$ cat config.mk
export PLATFORM = sky130hd
export DESIGN_NAME = filled_circle_span_rasterizer_top
export DESIGN_NICKNAME = d
export VERILOG_FILES = /design/src/rtl/core/cfsr_pkg.sv /design/src/rtl/core/cfsr_mul.sv /design/src/rtl/core/cfsr_isqrt.sv /design/src/rtl/core/cfsr_clip.sv /design/src/rtl/core/filled_circle_span_rasterizer_top.sv
export SDC_FILE = /design/constraint.sdc
export NUM_CORES = 1
export LEC_CHECK = 0
export BUFFER_PORTS_ARGS = -buffer_cell sky130_fd_sc_hd__buf_2
export CORE_ASPECT_RATIO = 1.75
export CORE_MARGIN = 4
export CORE_UTILIZATION = 30
export DETAILED_ROUTE_END_ITERATION = 12
export HOLD_SLACK_MARGIN = 0.08
export PLACE_DENSITY = 0.55
export SETUP_SLACK_MARGIN = 0.1
export SLEW_MARGIN = 25
export SYNTH_ARGS = -nofsm -noshare
export SYNTH_HDL_FRONTEND = slang
export SYNTH_SLANG_ARGS = --single-unit
$ cat constraint.sdc
create_clock -name clk -period 9 [get_ports clk]
set_input_delay 0.45 -clock clk [delete_from_list [all_inputs] [get_ports clk]]
set_output_delay 0.45 -clock clk [all_outputs]
set_load 0.02 [all_outputs]
$ cat src/rtl/core/cfsr_pkg.sv
// shared widths, codes and types of the filled circle span rasterizer
package cfsr_pkg;

	// field widths
	localparam int COORD_W  = 13;
	localparam int DIM_W    = 13;
	localparam int RADIUS_W = 5;
	localparam int COLOR_W  = 32;
	localparam int ADDR_W   = 24;
	localparam int LEN_W    = 6;
	localparam int IDX_W    = 2;

	// internal widths: row number, linear address accumulator, multiplier step counter
	localparam int PT_W    = COORD_W + 1;
	localparam int ACC_W   = 29;
	localparam int MCNT_W  = $clog2(DIM_W + 1);

	// square root of a value up to MAX_RADIUS squared
	localparam int SQ_W    = 2 * RADIUS_W;
	localparam int ROOT_W  = RADIUS_W;
	localparam int SCNT_W  = $clog2(ROOT_W + 1);

	localparam logic [RADIUS_W-1:0] MAX_RADIUS = RADIUS_W'(31);

	// register reset values
	localparam logic [DIM_W-1:0] WIDTH_RST  = DIM_W'(960);
	localparam logic [DIM_W-1:0] HEIGHT_RST = DIM_W'(720);
	localparam logic [DIM_W-1:0] PITCH_RST  = DIM_W'(960);

	// register indexes
	typedef enum logic [IDX_W-1:0] {
		CFG_WIDTH  = 2'd0,
		CFG_HEIGHT = 2'd1,
		CFG_PITCH  = 2'd2
	} cfg_idx_t;

	// sequencer states
	typedef enum logic [2:0] {
		ST_IDLE,
		ST_TOP,
		ST_PT0,
		ST_PT1,
		ST_SQRT,
		ST_ROWB
	} state_t;

	// serial multiplier request: product = init + mcand * mplier
	typedef struct packed {
		logic                    load;
		logic signed [PT_W-1:0]  mcand;
		logic [DIM_W-1:0]        mplier;
		logic signed [ACC_W-1:0] init;
	} mul_req_t;

	// one clipped span
	typedef struct packed {
		logic [ADDR_W-1:0] start;
		logic [LEN_W-1:0]  len;
	} span_t;

endpackage

$ cat src/rtl/core/cfsr_mul.sv
// bit-serial shift-add multiplier with an initial addend
module cfsr_mul (
	input  logic                                clk,
	input  logic                                arst_n,
	input  cfsr_pkg::mul_req_t                  req,
	output logic                                busy,
	output logic signed [cfsr_pkg::ACC_W-1:0]   product
);

	logic [cfsr_pkg::MCNT_W-1:0]        cnt_q;
	logic signed [cfsr_pkg::ACC_W-1:0]  mcand_q;
	logic [cfsr_pkg::DIM_W-1:0]         mplier_q;
	logic signed [cfsr_pkg::ACC_W-1:0]  acc_q;

	assign busy    = (cnt_q != '0);
	assign product = acc_q;

	// step counter, one multiplier bit per cycle
	always_ff @(posedge clk or negedge arst_n) begin
		if (!arst_n) begin
			cnt_q <= '0;
		end else if (req.load) begin
			cnt_q <= cfsr_pkg::MCNT_W'(cfsr_pkg::DIM_W);
		end else if (busy) begin
			cnt_q <= cnt_q - cfsr_pkg::MCNT_W'(1);
		end
	end

	// shift multiplicand left, multiplier right, add on a one bit
	always_ff @(posedge clk) begin
		if (req.load) begin
			mcand_q  <= {{(cfsr_pkg::ACC_W - cfsr_pkg::PT_W){req.mcand[cfsr_pkg::PT_W-1]}},
				req.mcand};
			mplier_q <= req.mplier;
			acc_q    <= req.init;
		end else if (busy) begin
			acc_q    <= acc_q + (mplier_q[0] ? mcand_q : '0);
			mcand_q  <= mcand_q <<< 1;
			mplier_q <= mplier_q >> 1;
		end
	end

endmodule

$ cat src/rtl/core/cfsr_isqrt.sv
// digit-by-digit integer square root, one result bit per cycle
module cfsr_isqrt (
	input  logic                          clk,
	input  logic                          arst_n,
	input  logic                          load,
	input  logic [cfsr_pkg::SQ_W-1:0]     n,
	output logic                          busy,
	output logic [cfsr_pkg::ROOT_W-1:0]   root
);

	localparam logic [cfsr_pkg::SQ_W-2:0] ONE_INIT = {1'b1, {(cfsr_pkg::SQ_W-2){1'b0}}};

	logic [cfsr_pkg::SCNT_W-1:0]  cnt_q;
	logic [cfsr_pkg::SQ_W-1:0]    rem_q;
	logic [cfsr_pkg::SQ_W-1:0]    res_q;
	logic [cfsr_pkg::SQ_W-2:0]    one_q;
	logic [cfsr_pkg::SQ_W:0]      trial;
	logic                         fits;

	assign busy  = (cnt_q != '0);
	assign root  = res_q[cfsr_pkg::ROOT_W-1:0];
	assign trial = {1'b0, res_q} + {2'b00, one_q};
	assign fits  = ({1'b0, rem_q} >= trial);

	// iteration counter
	always_ff @(posedge clk or negedge arst_n) begin
		if (!arst_n) begin
			cnt_q <= '0;
		end else if (load) begin
			cnt_q <= cfsr_pkg::SCNT_W'(cfsr_pkg::ROOT_W);
		end else if (busy) begin
			cnt_q <= cnt_q - cfsr_pkg::SCNT_W'(1);
		end
	end

	// trial subtract of the next root bit
	always_ff @(posedge clk) begin
		if (load) begin
			rem_q <= n;
			res_q <= '0;
			one_q <= ONE_INIT;
		end else if (busy) begin
			if (fits) begin
				rem_q <= rem_q - trial[cfsr_pkg::SQ_W-1:0];
				res_q <= (res_q >> 1) + {1'b0, one_q};
			end else begin
				res_q <= res_q >> 1;
			end
			one_q <= one_q >> 2;
		end
	end

endmodule

$ cat src/rtl/core/cfsr_clip.sv
// clips a centered row span against the linear address window
module cfsr_clip (
	input  logic signed [cfsr_pkg::ACC_W-1:0]  base,
	input  logic [cfsr_pkg::ROOT_W-1:0]        dx,
	input  logic signed [cfsr_pkg::ACC_W-1:0]  top,
	output cfsr_pkg::span_t                    span
);

	logic signed [cfsr_pkg::ACC_W-1:0] dx_ext;
	logic signed [cfsr_pkg::ACC_W-1:0] lo;
	logic signed [cfsr_pkg::ACC_W-1:0] hi;
	logic signed [cfsr_pkg::ACC_W-1:0] lo_c;
	logic signed [cfsr_pkg::ACC_W-1:0] hi_c;
	logic signed [cfsr_pkg::ACC_W-1:0] diff;

	// span ends, clamp low end at zero and high end at the window top
	always_comb begin
		dx_ext = {{(cfsr_pkg::ACC_W - cfsr_pkg::ROOT_W){1'b0}}, dx};
		lo     = base - dx_ext;
		hi     = base + dx_ext;
		lo_c   = lo[cfsr_pkg::ACC_W-1] ? '0 : lo;
		hi_c   = (hi > top) ? top : hi;
		diff   = hi_c - lo_c;
		if (lo_c > hi_c) begin
			span.start = '0;
			span.len   = '0;
		end else begin
			span.start = lo_c[cfsr_pkg::ADDR_W-1:0];
			span.len   = diff[cfsr_pkg::LEN_W-1:0] + cfsr_pkg::LEN_W'(1);
		end
	end

endmodule

$ cat src/rtl/core/filled_circle_span_rasterizer_top.sv
// filled circle span rasterizer: sequencer, registers and result port
//
// channel   signals                                         handshake
// request   center_x center_y radius color                  start, taken when busy low
// result    span_start span_length span_color last_span     strobe, one cycle each
// config    wr_index wr_data                                wr_en, written at once
//
// A circle gives 2 + 2*radius spans. Three passes of the 13-step serial multiplier
// (window top, top point, bottom point) come first; each row pair then runs the
// 5-step square root and emits its two spans. Row addresses step by the pitch, no
// further multiplies. The final span shows in the first idle cycle.
// Reset restores the default window; results cannot be held off by the receiver.
module filled_circle_span_rasterizer_top (
	input  logic                                 clk,
	input  logic                                 arst_n,
	input  logic                                 start,
	output logic                                 busy,
	input  logic signed [cfsr_pkg::COORD_W-1:0]  center_x,
	input  logic signed [cfsr_pkg::COORD_W-1:0]  center_y,
	input  logic [cfsr_pkg::RADIUS_W-1:0]        radius,
	input  logic [cfsr_pkg::COLOR_W-1:0]         color,
	input  logic                                 wr_en,
	input  logic [cfsr_pkg::IDX_W-1:0]           wr_index,
	input  logic [cfsr_pkg::DIM_W-1:0]           wr_data,
	output logic                                 strobe,
	output logic [cfsr_pkg::ADDR_W-1:0]          span_start,
	output logic [cfsr_pkg::LEN_W-1:0]           span_length,
	output logic [cfsr_pkg::COLOR_W-1:0]         span_color,
	output logic                                 last_span
);

	cfsr_pkg::state_t state_q, state_d;

	logic [cfsr_pkg::DIM_W-1:0]        width_q, height_q, pitch_q;
	logic signed [cfsr_pkg::COORD_W-1:0] cx_q, cy_q;
	logic [cfsr_pkg::RADIUS_W-1:0]     r_q;
	logic [cfsr_pkg::COLOR_W-1:0]      color_q;
	logic signed [cfsr_pkg::ACC_W-1:0] top_q, base_a_q, base_b_q;
	logic [cfsr_pkg::RADIUS_W-1:0]     k_q;
	logic [cfsr_pkg::SQ_W-1:0]         n_q;

	logic                              strobe_q, last_q;
	logic [cfsr_pkg::ADDR_W-1:0]       start_q;
	logic [cfsr_pkg::LEN_W-1:0]        len_q;
	logic [cfsr_pkg::COLOR_W-1:0]      scolor_q;

	cfsr_pkg::mul_req_t                mul_req;
	logic                              mul_busy;
	logic signed [cfsr_pkg::ACC_W-1:0] product;
	logic                              sqrt_busy;
	logic [cfsr_pkg::ROOT_W-1:0]       root;
	cfsr_pkg::span_t                   clip_span, emit_span;

	logic signed [cfsr_pkg::PT_W-1:0]  y0, y1, pt_y, h_m1;
	logic signed [cfsr_pkg::ACC_W-1:0] w_m1, cx_ext, pitch_ext, row_base, base_a_cur;
	logic [cfsr_pkg::RADIUS_W-1:0]     r_sat, k_cur, k_new;
	logic [cfsr_pkg::SQ_W-1:0]         n_cur, n_new;
	logic                              pt_ok, emit_pt, emit_row, emit_last;
	logic                              step_pt, step_row, step_en;

	// operands derived from the request and the window
	always_comb begin
		r_sat     = (radius > cfsr_pkg::MAX_RADIUS) ? cfsr_pkg::MAX_RADIUS : radius;
		y0        = {cy_q[cfsr_pkg::COORD_W-1], cy_q}
			- {{(cfsr_pkg::PT_W - cfsr_pkg::RADIUS_W){1'b0}}, r_q};
		y1        = {cy_q[cfsr_pkg::COORD_W-1], cy_q}
			+ {{(cfsr_pkg::PT_W - cfsr_pkg::RADIUS_W){1'b0}}, r_q};
		h_m1      = {1'b0, height_q} - cfsr_pkg::PT_W'(1);
		w_m1      = {{(cfsr_pkg::ACC_W - cfsr_pkg::DIM_W){1'b0}}, width_q}
			- cfsr_pkg::ACC_W'(1);
		cx_ext    = {{(cfsr_pkg::ACC_W - cfsr_pkg::COORD_W){cx_q[cfsr_pkg::COORD_W-1]}},
			cx_q};
		pitch_ext = {{(cfsr_pkg::ACC_W - cfsr_pkg::DIM_W){1'b0}}, pitch_q};
		pt_y      = (state_q == cfsr_pkg::ST_PT0) ? y0 : y1;
		pt_ok     = !cx_q[cfsr_pkg::COORD_W-1]
			&& ({1'b0, cx_q[cfsr_pkg::COORD_W-2:0]} < width_q)
			&& !pt_y[cfsr_pkg::PT_W-1]
			&& (pt_y[cfsr_pkg::PT_W-2:0] < height_q);
		row_base  = (state_q == cfsr_pkg::ST_ROWB) ? base_b_q : base_a_q;
	end

	// next state
	always_comb begin
		state_d = state_q;
		unique case (state_q)
			cfsr_pkg::ST_IDLE: if (start) state_d = cfsr_pkg::ST_TOP;
			cfsr_pkg::ST_TOP:  if (!mul_busy) state_d = cfsr_pkg::ST_PT0;
			cfsr_pkg::ST_PT0:  if (!mul_busy) state_d = cfsr_pkg::ST_PT1;
			cfsr_pkg::ST_PT1: begin
				if (!mul_busy)
					state_d = (r_q == '0) ? cfsr_pkg::ST_IDLE : cfsr_pkg::ST_SQRT;
			end
			cfsr_pkg::ST_SQRT: if (!sqrt_busy) state_d = cfsr_pkg::ST_ROWB;
			cfsr_pkg::ST_ROWB: begin
				state_d = (k_q == '0) ? cfsr_pkg::ST_IDLE : cfsr_pkg::ST_SQRT;
			end
			default: state_d = cfsr_pkg::ST_IDLE;
		endcase
	end

	// sequencer outputs
	always_comb begin
		mul_req.load   = 1'b0;
		mul_req.mcand  = h_m1;
		mul_req.mplier = pitch_q;
		mul_req.init   = w_m1;
		emit_pt        = 1'b0;
		emit_row       = 1'b0;
		emit_last      = 1'b0;
		step_pt        = 1'b0;
		step_row       = 1'b0;
		unique case (state_q)
			cfsr_pkg::ST_IDLE: begin
				mul_req.load = start;
			end
			cfsr_pkg::ST_TOP: begin
				mul_req.load  = !mul_busy;
				mul_req.mcand = y0;
				mul_req.init  = cx_ext;
			end
			cfsr_pkg::ST_PT0: begin
				mul_req.load  = !mul_busy;
				mul_req.mcand = y1;
				mul_req.init  = cx_ext;
				emit_pt       = !mul_busy;
			end
			cfsr_pkg::ST_PT1: begin
				emit_pt   = !mul_busy;
				emit_last = (r_q == '0);
				step_pt   = !mul_busy && (r_q != '0);
			end
			cfsr_pkg::ST_SQRT: begin
				emit_row = !sqrt_busy;
			end
			cfsr_pkg::ST_ROWB: begin
				emit_row  = 1'b1;
				emit_last = (k_q == '0);
				step_row  = (k_q != '0);
			end
			default: begin
				mul_req.load = 1'b0;
			end
		endcase
	end

	// next row pair: offset counter, square root argument, row addresses
	always_comb begin
		step_en    = step_pt || step_row;
		k_cur      = step_pt ? r_q : k_q;
		n_cur      = step_pt ? '0 : n_q;
		base_a_cur = step_pt ? product : base_a_q;
		k_new      = k_cur - cfsr_pkg::RADIUS_W'(1);
		n_new      = n_cur + {{(cfsr_pkg::SQ_W - cfsr_pkg::RADIUS_W - 1){1'b0}}, k_cur, 1'b0}
			- cfsr_pkg::SQ_W'(1);
	end

	// span to emit
	always_comb begin
		if (emit_pt) begin
			emit_span.start = pt_ok ? product[cfsr_pkg::ADDR_W-1:0] : '0;
			emit_span.len   = pt_ok ? cfsr_pkg::LEN_W'(1) : '0;
		end else begin
			emit_span = clip_span;
		end
	end

	cfsr_mul u_mul (
		.clk     (clk),
		.arst_n  (arst_n),
		.req     (mul_req),
		.busy    (mul_busy),
		.product (product)
	);

	cfsr_isqrt u_isqrt (
		.clk    (clk),
		.arst_n (arst_n),
		.load   (step_en),
		.n      (n_new),
		.busy   (sqrt_busy),
		.root   (root)
	);

	cfsr_clip u_clip (
		.base (row_base),
		.dx   (root),
		.top  (top_q),
		.span (clip_span)
	);

	// state and window registers
	always_ff @(posedge clk or negedge arst_n) begin
		if (!arst_n) begin
			state_q  <= cfsr_pkg::ST_IDLE;
			width_q  <= cfsr_pkg::WIDTH_RST;
			height_q <= cfsr_pkg::HEIGHT_RST;
			pitch_q  <= cfsr_pkg::PITCH_RST;
			strobe_q <= 1'b0;
		end else begin
			state_q  <= state_d;
			strobe_q <= emit_pt || emit_row;
			if (wr_en) begin
				unique case (wr_index)
					cfsr_pkg::CFG_WIDTH:  width_q  <= wr_data;
					cfsr_pkg::CFG_HEIGHT: height_q <= wr_data;
					cfsr_pkg::CFG_PITCH:  pitch_q  <= wr_data;
					default: ;
				endcase
			end
		end
	end

	// request capture and row state
	always_ff @(posedge clk) begin
		if (state_q == cfsr_pkg::ST_IDLE && start) begin
			cx_q    <= center_x;
			cy_q    <= center_y;
			r_q     <= r_sat;
			color_q <= color;
		end
		if (state_q == cfsr_pkg::ST_TOP && !mul_busy)
			top_q <= product;
		if (state_q == cfsr_pkg::ST_PT0 && !mul_busy)
			base_b_q <= product;
		if (step_en) begin
			k_q      <= k_new;
			n_q      <= n_new;
			base_a_q <= base_a_cur - pitch_ext;
			base_b_q <= base_b_q + pitch_ext;
		end
	end

	// result register
	always_ff @(posedge clk) begin
		if (emit_pt || emit_row) begin
			start_q  <= emit_span.start;
			len_q    <= emit_span.len;
			scolor_q <= color_q;
			last_q   <= emit_last;
		end
	end

	assign busy        = (state_q != cfsr_pkg::ST_IDLE);
	assign strobe      = strobe_q;
	assign span_start  = start_q;
	assign span_length = len_q;
	assign span_color  = scolor_q;
	assign last_span   = last_q;

	// the sequencer goes idle only right after the final span
	assert property (@(posedge clk) disable iff (!arst_n)
		$fell(busy) |-> strobe && last_span)
		else $error("busy dropped without a final span");

	// a final span is never shown while a circle is still running
	assert property (@(posedge clk) disable iff (!arst_n)
		strobe && last_span |-> !busy)
		else $error("final span while still busy");

	// no span right after a request is taken
	assert property (@(posedge clk) disable iff (!arst_n)
		start && !busy |=> !strobe)
		else $error("span right after request");

	// a clipped-away span carries address zero
	assert property (@(posedge clk) disable iff (!arst_n)
		strobe && span_length == '0 |-> span_start == '0)
		else $error("empty span with nonzero address");

endmodule
-- Word-level counts from Yosys, hierarchy flattened
Index checks and enable logic that the tools add are counted.
W data, S select, Z words.
- memory bits (read-only): 0
- bits in registers: 374
- output and inout port bits: 65
- input bits: 82
- latch bits: 0
- memory bits (writable): 0
- memories kept: 0
- bitwise gates (word level): 0
- reduce and logical (&&, ||, !) cells: 33
- muxes and demuxes: 44
- add/subtract/negate cells: 19
- shifts and indexed selects: 0
- equality and inequality tests: 12
- multiply operators: 0
- div/mod/pow operators: 0
- order comparisons: 6
- operators with widths (operator ; count):
    $mux W29 ; 11
    $mux W30 ; 2
    $gt A29 B29 Y1 ; 2
    $mux W10 ; 5
    $add A29 B14 Y29 ; 1
    $add A29 B29 Y29 ; 1
    $add A29 B6 Y29 ; 1
    $sub A29 B14 Y29 ; 1
    $sub A29 B6 Y29 ; 1
    $mux W28 ; 1
    $pmux W14 S2 ; 1
    $sub A13 B1 Y14 const B ; 2
    $mux W3 ; 9
    $mux W13 ; 2
    $mux W24 ; 1
    $pmux W3 S6 ; 1
    $add A13 B6 Y14 ; 1
    $mux W14 ; 1
    $sub A13 B6 Y14 ; 1
    $lt A12 B13 Y1 ; 1
    $lt A13 B13 Y1 ; 1
    $add A10 B9 Y11 ; 1
    $ge A10 B11 Y1 ; 1
    $add A10 B6 Y10 ; 1
    32 further kinds ; 64

-- Depth between registers and ports, before layout
Gate-level depths: netlist (run 1).
- depth in word-level cells: 9
- depth in mapped cells: 37

-- Cells and area by module
Synthesis (run 1) repeated with hierarchy kept, for this count alone.
- cells, all modules: 2455
- area total of the unflattened synthesis: 25194.2 µm²
- modules (own cells, without submodules) (module ; sequential area each (µm²) ; cells an instance ; area an instance (µm²) ; instances):
    filled_circle_span_rasterizer_top ; 7937.6 ; 1241 ; 14576.5 ; 1
    cfsr_mul ; 2232.1 ; 484 ; 4991.0 ; 1
    cfsr_clip ; 0.0 ; 494 ; 3533.4 ; 1
    cfsr_isqrt ; 675.6 ; 236 ; 2093.3 ; 1

-- Worst setup path before layout (run 1)
Ideal clock, no wire load.
- kind: register to register
- start point: register state_q[2]
- end point: register start_q, in the netlist span_start[14] (data pin)
- slack: 1.585 ns
- cell stages (with the launch flop): 37
- data required time: 8.868 ns
- arrival: 7.283 ns
- buffers on the path: 5
- setup time: 0.132 ns
- path through: dfrtp_1 nand3b_1 buf_4 buf_1 clkbuf_1 nand2_1 o21ai_0 ha_1 nand2b_1 a21oi_1 nor2_1 o31ai_1 nand2_1 nor2_1 nand2_1 xnor2_1 ha_1 and4_1 and3_1 nand2_1 a311o_1 a41o_1 nor2_1 clkbuf_1 nor2_1 a21oi_1 ha_1 a211oi_1 nand2_1 o211a_1 a211o_1 a211oi_1 or2_2 o211ai_1 inv_2 buf_4 a22o_1
- RTL lines (element ; RTL line ; text):
    start: declaration ; filled_circle_span_rasterizer_top.sv:32 ; cfsr_pkg::state_t state_q, state_d;
    start signal: assignment ; filled_circle_span_rasterizer_top.sv:194 ; state_q <= cfsr_pkg::ST_IDLE;
    start signal: assignment ; filled_circle_span_rasterizer_top.sv:200 ; state_q <= state_d;
    end signal: assignment ; filled_circle_span_rasterizer_top.sv:236 ; start_q <= emit_span.start;
    end: declaration ; filled_circle_span_rasterizer_top.sv:43 ; logic [cfsr_pkg::ADDR_W-1:0] start_q;

==> reports/results.tsv, run 1 <==
stage	metric	value	unit
run_status	status	finished clean	
clocking	CTS tree	done	
global_routing	total grt overflow	0	
sta	Final period util	90.9	%
sta	Worst slew margin	35.0	%
yosys	async set or reset register ratio after synthesis	13.4	%
clocking	Post-CTS Setup Inserts	0	
clocking	clock buffer depth	3	
setup_path	critical path's slowest cell	dfrtp_1	
setup_path	CP peak stage delay	620	ps
layout	Finished Layout Cells	3662	
clocking	PostCTS Resize Cnt	0	
route	via count	18200	
sta	max-slew violations	0	
sta	Setup WS post-layout	823	ps
die	Initial Util	30.3	%
setup_path	r2r setup slk	820	ps
setup_path	Worst EP arrival	8610	ps
route	DR WL/cell	17.7	microns
sta	clk_skew	31.4	ps
die	io pins	147	
yosys	EDFF count, synth	309	
setup_path	maximum fanout along the worst path	25	
worst_hold_path	Tightest Hold Check Type	input port to register	
yosys	Commonest cells post-synth	309 x edfxtp_1, 244 x nand2_1, 204 x ha_1	
placed_design	Final Wtd Congestion	0.849	
placed_design	dpl cells	3522	
die	chip height	384	microns
setup_path	start of the worst register-to-register path	state_q[2]	
layout	fraction of layout cells with a size suffix above 1	12.5	%
layout	fillcell total	8204	
route	DRC	0	
sta	Hold Slack	130	ps
sta	sum of negative setup slack	0	ps
die	Die Area	85400	sq um
yosys	post-synthesis register bit count	374	
yosys	synth unique cells	82	
route	post-route ant nets	0	
sta	Final min period	8180	ps
clocking	Hold-fix buffers, CTS	64	
yosys	Cells after Synth	2391	
clocking	Inserted Clock Buffers	41	
yosys	post-synthesis sequential area ratio	44.9	%
global_routing	first-pass GRT wire length	102	mm
route	Vias per Instance	4.96	
yosys	ys flop type	edfxtp_1	
sta	Slew @ Worst Pin	969	ps
yosys	Avg Inst Size Synth	10.1	sq um
global_routing	largest net degree at the start of global routing	79	
yosys	cell taking the most area after synthesis	edfxtp_1	
die	Std-Cell Rows	137	
route	Routed WL	64.7	mm
clocking	CTS Sinks	374	
layout	synthesis-to-layout area growth	16.7	%
power	Worst IR Drop VDD	179	uV
global_routing	Total Routing Usage GR	14.8	%
setup_path	CP required	9430	ps
layout	layout net count	2883	
yosys	Synth Cell Area	24200	sq um
route	DRT iter0 DRCs	730	
setup_path	Crit. End Element	register	
placed_design	placed cell areas	26200	sq um
placed_design	IO Port Bufs	146	
clocking	htree depth	2	
global_routing	vias in the first global route	18700	
clocking	Worst-path clk slew	60	ps
sta	final hold vios	0	
die	Core Footprint	79900	sq um
clocking	clock latency on the worst-skew pair	590	ps
route	Pre-antenna DRT Iters	5	
placed_design	hpwl dp	49.3	mm
setup_path	CP top delay family	compound AO/OA/AOI/OAI gates	
global_routing	antenna violations before repair	2	
yosys	post-synth top area share	38.4	%
yosys	most numerous cell in the Yosys netlist	edfxtp_1	
sta	Peak Freq	122	MHz
yosys	syn_nets	2687	
clocking	Root Buffer	clkbuf_16	
setup_path	buffers plus inverters on the worst setup path	1	
power	Pwr Density	337	nW/um^2
sta	RSZ-0062 raised after global routing	no	
yosys	synth warn	0	
die	chip width	223	microns
setup_path	Worst Setup SP	state_q[2]	
power	Lkg Pwr	11.5	nW
placed_design	post-place setup slack	843	ps
setup_path	Startpoint Class	register	
run	maxcap violations	0	
yosys	top cells by area, synth	edfxtp_1 38%, ha_1 11%, xnor2_1 4.5%	
setup_path	kind of critical path	register to register	
worst_hold_path	Hold Crit Start	wr_data[6]	
sta	# setup viols final	0	
layout	fin area	28200	sq um
## cell type report
cell class | count | area [sq um] | area share (%)
multi-input cells | 1769 | 12500 | 44.2
flip-flops and latches | 374 | 10800 | 38.4
repair buffers | 241 | 1600 | 5.68
well taps | 1042 | 1300 | 4.62
clock buffers | 57 | 1190 | 4.21
inverters | 160 | 601 | 2.13
clock inverters | 18 | 204 | 0.723
diodes | 1 | 2.50 | 0.00887
## cell usage in the layout, fill, tap and decap left out, types with 20 or more instances in the layout
master and instances:
ha_1 204, clkbuf_16 43, a21oi_1 139, nor2_1 168
edfxtp_1 309, a211oi_1 22, o21a_1 39, dlygate4sd3_1 64
buf_4 31, inv_1 158, nand2b_1 20, nand2_1 243
o21ai_0 147, and2_1 36, xor2_1 69, a22o_1 24
dfrtp_1 38, buf_2 146, xnor2_1 124, o211ai_1 30
a21o_1 40, mux2i_1 73, nor3_1 42, nand3_1 54
mux2_2 34, nand4_1 26
## sequential cells by signal (all words and copies together) (netlist names), 24 cells and up
name,flops
base_b_q,29
u_mul.product,29
span_start,24
span_color,32
base_a_q,29
u_mul.mcand_q,29
top_q,29
color_q,32
## path summary, 6_finish.rpt
path / to / depth (start not counted)
max: span_start[1] / 26
min: width_q[6] / 3
max reg2reg: span_start[1] / 26
min reg2reg: span_color[9] / 0
max in group asynchronous: strobe / 3
min in group asynchronous: pitch_q[11] / 3
## tightest hold or removal path, cell delays in order
cell and delay (ps):
buf_2 130, nand2_1 50, o21ai_0 70
## metrics by stage
| stage | utilization, % | total power, mW |
|---|---|---|
| after floorplan | - | 6.49 |
| after global placement | 32.8 | 7.75 |
| after detailed placement | 32.8 | 7.78 |
| after CTS | 35.3 | 9.63 |
| after global routing | 35.3 | 10.3 |
| final | 35.3 | 9.52 |
## layer usage
layer	vias to the layer above	routed length, microns	GRT usage, %	share of wire (%)
met5	-	0	0	0
met4	0	3020	6.42	4.7
met3	127	2170	2.00	3.4
met2	335	33300	27.6	52
met1	8664	26200	16.7	40
li1	9033	-	-	-
## cell families after synthesis
kind of cell             share of synthesized area, %
AND/OR/NAND/NOR                                  13.7
AO/OA/AOI/OAI                                    14.4
flip-flops                                       44.9
buffers and inverters                            3.94
adder cells (fa/ha/maj)                          11.4
XOR/XNOR                                         7.03
multiplexers                                     4.61
## report_power, final
| part | internal (mW) | total (mW) | switching (mW) |
|---|---|---|---|
| clock | 1.04 | 1.77 | 0.728 |
| sequential | 2.68 | 3.15 | 0.467 |
| combinational | 1.89 | 4.60 | 2.71 |
No activity file was read; power rests on OpenSTA's default activity.
==> run 2: changes to the inputs <==
Settings changed: CORE_MARGIN 4 to default.
==> run 2 against run 1 <==
Power shrank 1.1%; non-clock buffer count rose by 2; clock power fell by 7%; combinational power hardly changed; fmax shrank 0.80%; routed wire length down 0.13%; clock skew is 3.9 ps higher; via count grew 0.44%; design area decreased by 0.36%; hold slack worse by 4.2 ps; register-to-register slack worse by 70 ps; count of clock-buffer cells in the layout fell by 5; critical endpoint unchanged; largest cell class unchanged; highest routed layer is now met5.
==> reports/results.tsv, run 2 (synthesized netlist as in run 1, its figures left out) <==
stage	metric	value	unit
run_status	status	finished clean	
power	sw frac	41.5	%
sta	Final min period	8240	ps
clocking	CTS Sinks	374	
global_routing	largest net degree at the start of global routing	79	
layout	most common cell after layout, fill and taps aside	edfxtp_1	
global_routing	vias in the first global route	18800	
power	Worst IR Drop VDD	158	uV
clocking	Inserted Clock Buffers	40	
setup_path	start of the worst register-to-register path	state_q[2]	
setup_path	Worst Setup SP	state_q[2]	
die	Initial Util	30.3	%
clocking	htree depth	2	
global_routing	antenna violations before repair	3	
setup_path	Startpoint Class	register	
sta	Slew @ Worst Pin	930	ps
route	Pre-antenna DRT Iters	5	
global_routing	Total Routing Usage GR	15.8	%
sta	max-slew violations	0	
clocking	clock latency on the worst-skew pair	590	ps
clocking	Worst-path clk slew	60	ps
sta	sum of negative setup slack	0	ps
route	Routed WL	64.6	mm
power	Clock power frac	17.6	%
worst_hold_path	Tightest Hold Check Type	input port to register	
die	chip height	378	microns
placed_design	IO Port Bufs	146	
sta	clk_skew	35.4	ps
die	Die Area	81800	sq um
power	Gate power share	48.9	%
setup_path	Crit. End Element	register	
route	Vias per Instance	4.98	
die	Core Footprint	79700	sq um
die	io pins	147	
route	via count	18200	
layout	Finished Layout Cells	3662	
power	share of power burned in registers	33.6	%
route	DRT iter0 DRCs	740	
run	maxcap violations	0	
setup_path	maximum fanout along the worst path	25	
layout	most frequent cells in the layout	309 x edfxtp_1, 243 x nand2_1, 204 x ha_1	
setup_path	Worst EP arrival	8670	ps
setup_path	buffers plus inverters on the worst setup path	4	
sta	Worst slew margin	37.8	%
die	Std-Cell Rows	137	
layout	Core Util, Final	35.3	%
global_routing	first-pass GRT wire length	102	mm
layout	layout net count	2884	
setup_path	CP top delay family	compound AO/OA/AOI/OAI gates	
power	Pwr Density	335	nW/um^2
route	post-route ant nets	0	
setup_path	CP required	9430	ps
clocking	Root Buffer	clkbuf_16	
power	Lkg Pwr	11.5	nW
clocking	CTS tree	done	
sta	Peak Freq	121	MHz
placed_design	dpl cells	3524	
layout	fraction of layout cells with a size suffix above 1	12.5	%
setup_path	kind of critical path	register to register	
sta	# setup viols final	0	
worst_hold_path	Hold Crit Start	wr_data[6]	
power	Int Pwr	5.51	mW
sta	Hold Slack	126	ps
power	Total Power	9.42	mW
power	NetSw	3.91	mW
die	chip width	217	microns
sta	RSZ-0062 raised after global routing	no	
setup_path	critical path's slowest cell	dfrtp_1	
clocking	clock buffer depth	3	
route	DRC	0	
setup_path	CP peak stage delay	600	ps
placed_design	Final Wtd Congestion	0.940	
sta	final hold vios	0	
sta	Final period util	91.6	%
route	DR WL/cell	17.6	microns
layout	synthesis-to-layout area growth	16.3	%
placed_design	hpwl dp	49.5	mm
global_routing	total grt overflow	0	
## run 2: changes by cell type in the layout (fill, tap and decap cells not counted), sizes merged
cell      change
buf           +2
clkbuf        -5
bufinv        -2
clkinvlp      +4
clkinv        +2
inv           -1
## run 2: timing repair
action,4_1_cts,5_1_grt
setup endpoints to repair,0,24
setup buffers,0,0
hold buffers,64,0
resized for setup,0,2
hold endpoints to repair,101,0
## run 2: final cells by class
| class | count | area, sq um |
|---|---|---|
| fillers | 8069 | 51600 |
| multi-input cells | 1769 | 12500 |
| flip-flops and latches | 374 | 10800 |
| repair buffers | 243 | 1620 |
| well taps | 1042 | 1300 |
| clock buffers | 52 | 1100 |
| inverters | 160 | 603 |
| clock inverters | 21 | 175 |
| diodes | 1 | 2.50 |
## run 2: through the flow
stage / cell area (sq um) / worst slack [ps]
4_1_cts: 28100 / 590
6_report: 28100 / 757
2_1_floorplan: 24200 / 1580
3_5_place_dp: 26200 / 611
3_3_place_gp: 26200 / 732
5_1_grt: 28100 / 184
## run 2: metal layers
metal  GRT usage [%]  wire length [microns]  part of all wire, %  vias up
met3            2.13                   2200                  3.4      126
met1            17.3                  26100                   40     8727
li1                -                      -                    -     9031
met2            29.8                  33800                   52      352
met4            6.72                   2490                  3.9        2
met5               0                     16                0.025        -
## run 2: worst register-to-register path, delay by kind of cell, from the launching register on
kind | cells | cell delay [ps]
buffers and inverters | 4 | 1140
XOR/XNOR | 1 | 240
flip-flops | 1 | 600
AO/OA/AOI/OAI | 11 | 2740
multiplexers | 1 | 260
adder cells (fa/ha/maj) | 3 | 950
AND/OR/NAND/NOR | 11 | 2160
## run 2: power by group through the flow
stage                     clock (mW)  sequential, mW  combinational (mW)
after floorplan                    0            3.04                3.44
after global placement             0            3.20                4.56
after detailed placement           0            3.20                4.60
after CTS                       1.71            3.16                4.65
after global routing            1.76            3.22                5.20
final                           1.65            3.16                4.60
## run 2: path summary, 6_finish.rpt
check	endpoint	depth (start not counted)	slack [ps]
worst min-delay path	width_q[6]	3	130
worst max-delay path	span_start[1]	31	760
worst min register to register	span_color[10]	0	420
max in group asynchronous	u_isqrt.cnt_q[1]	3	7960
min in group asynchronous	pitch_q[10]	3	540
worst max register to register	span_start[1]	31	760
==> run 3: changes to the inputs <==
Settings changed: ABC_AREA from default to 1.
==> run 3 against run 2 <==
Combinational power down 26%; highest routed layer unchanged; critical endpoint is now span_length[3]; worst setup slack better by 350 ps; clock skew is 0.95 ps lower; critical path depth unchanged; routed wire length rose by 35%.
==> reports/results.tsv, run 3 <==
stage	metric	value	unit
layout	most frequent cells in the layout	911 x nand2_1, 432 x inv_1, 309 x edfxtp_1	
sta	Peak Freq	127	MHz
route	Routed WL	87.0	mm
clocking	clock buffer depth	3	
setup_path	Worst Setup SP	state_q[0]	
clocking	Root Buffer	clkbuf_16	
setup_path	CP endpoint	span_length[3]	
layout	most common cell after layout, fill and taps aside	nand2_1	
route	Pre-antenna DRT Iters	5	
power	Lkg Pwr	13.9	nW
setup_path	RR Endpoint	span_length[3]	
sta	RSZ-0062 raised after global routing	no	
setup_path	critical path's slowest cell	dfrtp_1	
yosys	top cells by area, synth	edfxtp_1 35%, nand2_1 13%, ha_1 9.7%	
sta	Final min period	7900	ps
yosys	ys flop type	edfxtp_1	
die	chip width	226	microns
yosys	Cells after Synth	3330	
route	Vias per Instance	4.87	
placed_design	Final Wtd Congestion	0.983	
sta	sum of negative setup slack	0	ps
yosys	most numerous cell in the Yosys netlist	nand2_1	
die	Std-Cell Rows	143	
die	Die Area	88800	sq um
power	sw frac	43.1	%
die	chip height	394	microns
power	Pwr Density	265	nW/um^2
setup_path	Startpoint Class	register	
power	Worst IR Drop VDD	181	uV
yosys	synth unique cells	57	
yosys	EDFF count, synth	309	
setup_path	kind of critical path	register to register	
route	via count	22900	
clocking	CTS Sinks	374	
yosys	post-synthesis sequential area ratio	41.3	%
yosys	cell taking the most area after synthesis	edfxtp_1	
route	post-route ant nets	0	
yosys	Synth Cell Area	26300	sq um
setup_path	maximum fanout along the worst path	26	
clocking	Worst-path clk slew	70	ps
power	share of power burned in registers	36.2	%
die	Initial Util	30.3	%
global_routing	antenna violations before repair	2	
placed_design	hpwl dp	68.1	mm
die	Core Footprint	86800	sq um
sta	clk_skew	34.4	ps
route	DRT iter0 DRCs	1279	
setup_path	CP dominant cell by count	nand2_1	
run_status	status	finished clean	
power	NetSw	3.44	mW
yosys	Commonest cells post-synth	914 x nand2_1, 433 x inv_1, 309 x edfxtp_1	
yosys	post-synthesis register bit count	374	
run	maxcap violations	0	
placed_design	IO Port Bufs	146	
setup_path	Reg2Reg Depth	31	
sta	max-slew violations	0	
die	io pins	147	
global_routing	total grt overflow	0	
setup_path	start of the worst register-to-register path	state_q[0]	
layout	fraction of layout cells with a size suffix above 1	8.75	%
worst_hold_path	Tightest Hold Check Type	input port to register	
worst_hold_path	hold path cells	3	
power	Clock power frac	21.5	%
global_routing	Total Routing Usage GR	19.5	%
sta	final hold vios	0	
power	Gate power share	42.4	%
setup_path	Crit. End Element	register	
global_routing	first-pass GRT wire length	132	mm
route	DRC	0	
clocking	Inserted Clock Buffers	41	
clocking	PostCTS Resize Cnt	0	
clocking	clock latency on the worst-skew pair	600	ps
yosys	post-synth top area share	35.3	%
setup_path	CP required	9320	ps
setup_path	r2r setup slk	1100	ps
sta	Worst slew margin	34.4	%
clocking	CTS tree	done	
layout	number of diodes	0	
layout	layout net count	3809	
setup_path	Worst EP arrival	8220	ps
global_routing	vias in the first global route	23300	
yosys	syn_nets	3626	
setup_path	CP peak stage delay	920	ps
sta	Final period util	87.7	%
yosys	synth warn	0	
clocking	htree depth	2	
sta	Slew @ Worst Pin	974	ps
yosys	Avg Inst Size Synth	7.89	sq um
power	Int Pwr	4.55	mW
sta	# setup viols final	0	
yosys	async set or reset register ratio after synthesis	13.4	%
global_routing	largest net degree at the start of global routing	75	
layout	synthesis-to-layout area growth	14.9	%
layout	Core Util, Final	34.8	%
route	DR WL/cell	18.5	microns
==> run 3: logic make-up (layout without fill, tap and decap cells) <==
logic type,count (synthesis),count (layout),synth area share (%)
AND/OR/NAND/NOR,1573,1573,25.6
buffers and inverters,540,754,8.11
AO/OA/AOI/OAI,498,498,10.2
flip-flops,374,374,41.3
adder cells (fa/ha/maj),214,214,10.5
XOR/XNOR,130,130,4.33
multiplexers,1,1,0.0381
==> run 3: metrics by stage <==
step	setup slack (ps)	power, mW	instance area [sq um]	cells	hold slack [ps]
after floorplan	3040	5.13	26300	3330	154
after global placement	1600	6.26	28200	4565	401
after detailed placement	1390	6.28	28200	4565	405
after CTS	1330	8.07	30200	4703	163
after global routing	545	8.57	30200	4704	202
final	1100	7.99	30200	4704	202
==> run 3: final cells by class <==
class	instances	area, sq um
Fill cell	9147	56600
Multi-Input combinational cell	2416	13400
Sequential cell	374	10800
Inverter	447	1680
Timing Repair Buffer	233	1560
Tap cell	1160	1450
Clock buffer	54	1120
Clock inverter	20	186
==> run 3: power by group through the flow <==
stage                     clock network [mW]  logic (mW)  registers [mW]
after global placement                     0        3.33            2.92
after CTS                               1.77        3.40            2.89
after floorplan                            0        2.46            2.67
final                                   1.72        3.39            2.89
after detailed placement                   0        3.36            2.93
after global routing                    1.81        3.84            2.92
==> run 3: how the worst min path moves through the flow <==
stage | from | endpoint | slack [ps]
finish | wr_data[0] | pitch_q[0] | 200
global route | wr_data[2] | height_q[2] | 200
CTS | wr_data[1] | pitch_q[1] | 160
detailed placement | color_q[1] | span_color[1] | 400
global placement | color_q[28] | span_color[28] | 400
floorplan | arst_n | height_q[0] | 150
==> run 3: routing by layer <==
metal / GRT usage [%] / vias up / routed length (microns)
li1: - / 11400 / -
met1: 20.0 / 10700 / 32100
met2: 36.9 / 532 / 46200
met3: 2.07 / 213 / 2870
met4: 12.3 / 2 / 5850
met5: 0 / - / 11
==> run 3: worst max-delay path: cells and delay by family (launching register included) <==
family,cells,cell delay [ps]
DFF,1,920
AOI/OAI and AO/OA,3,870
and+or+nand+nor,21,4120
buffers and inverters,4,730
adders and majority gates,3,970
==> run 3: what timing repair did <==
action / 4_1_cts / 5_1_grt
endpoints found under the hold margin: 101 / 0
hold buffers: 64 / 0
buffers inserted: 0 / 0
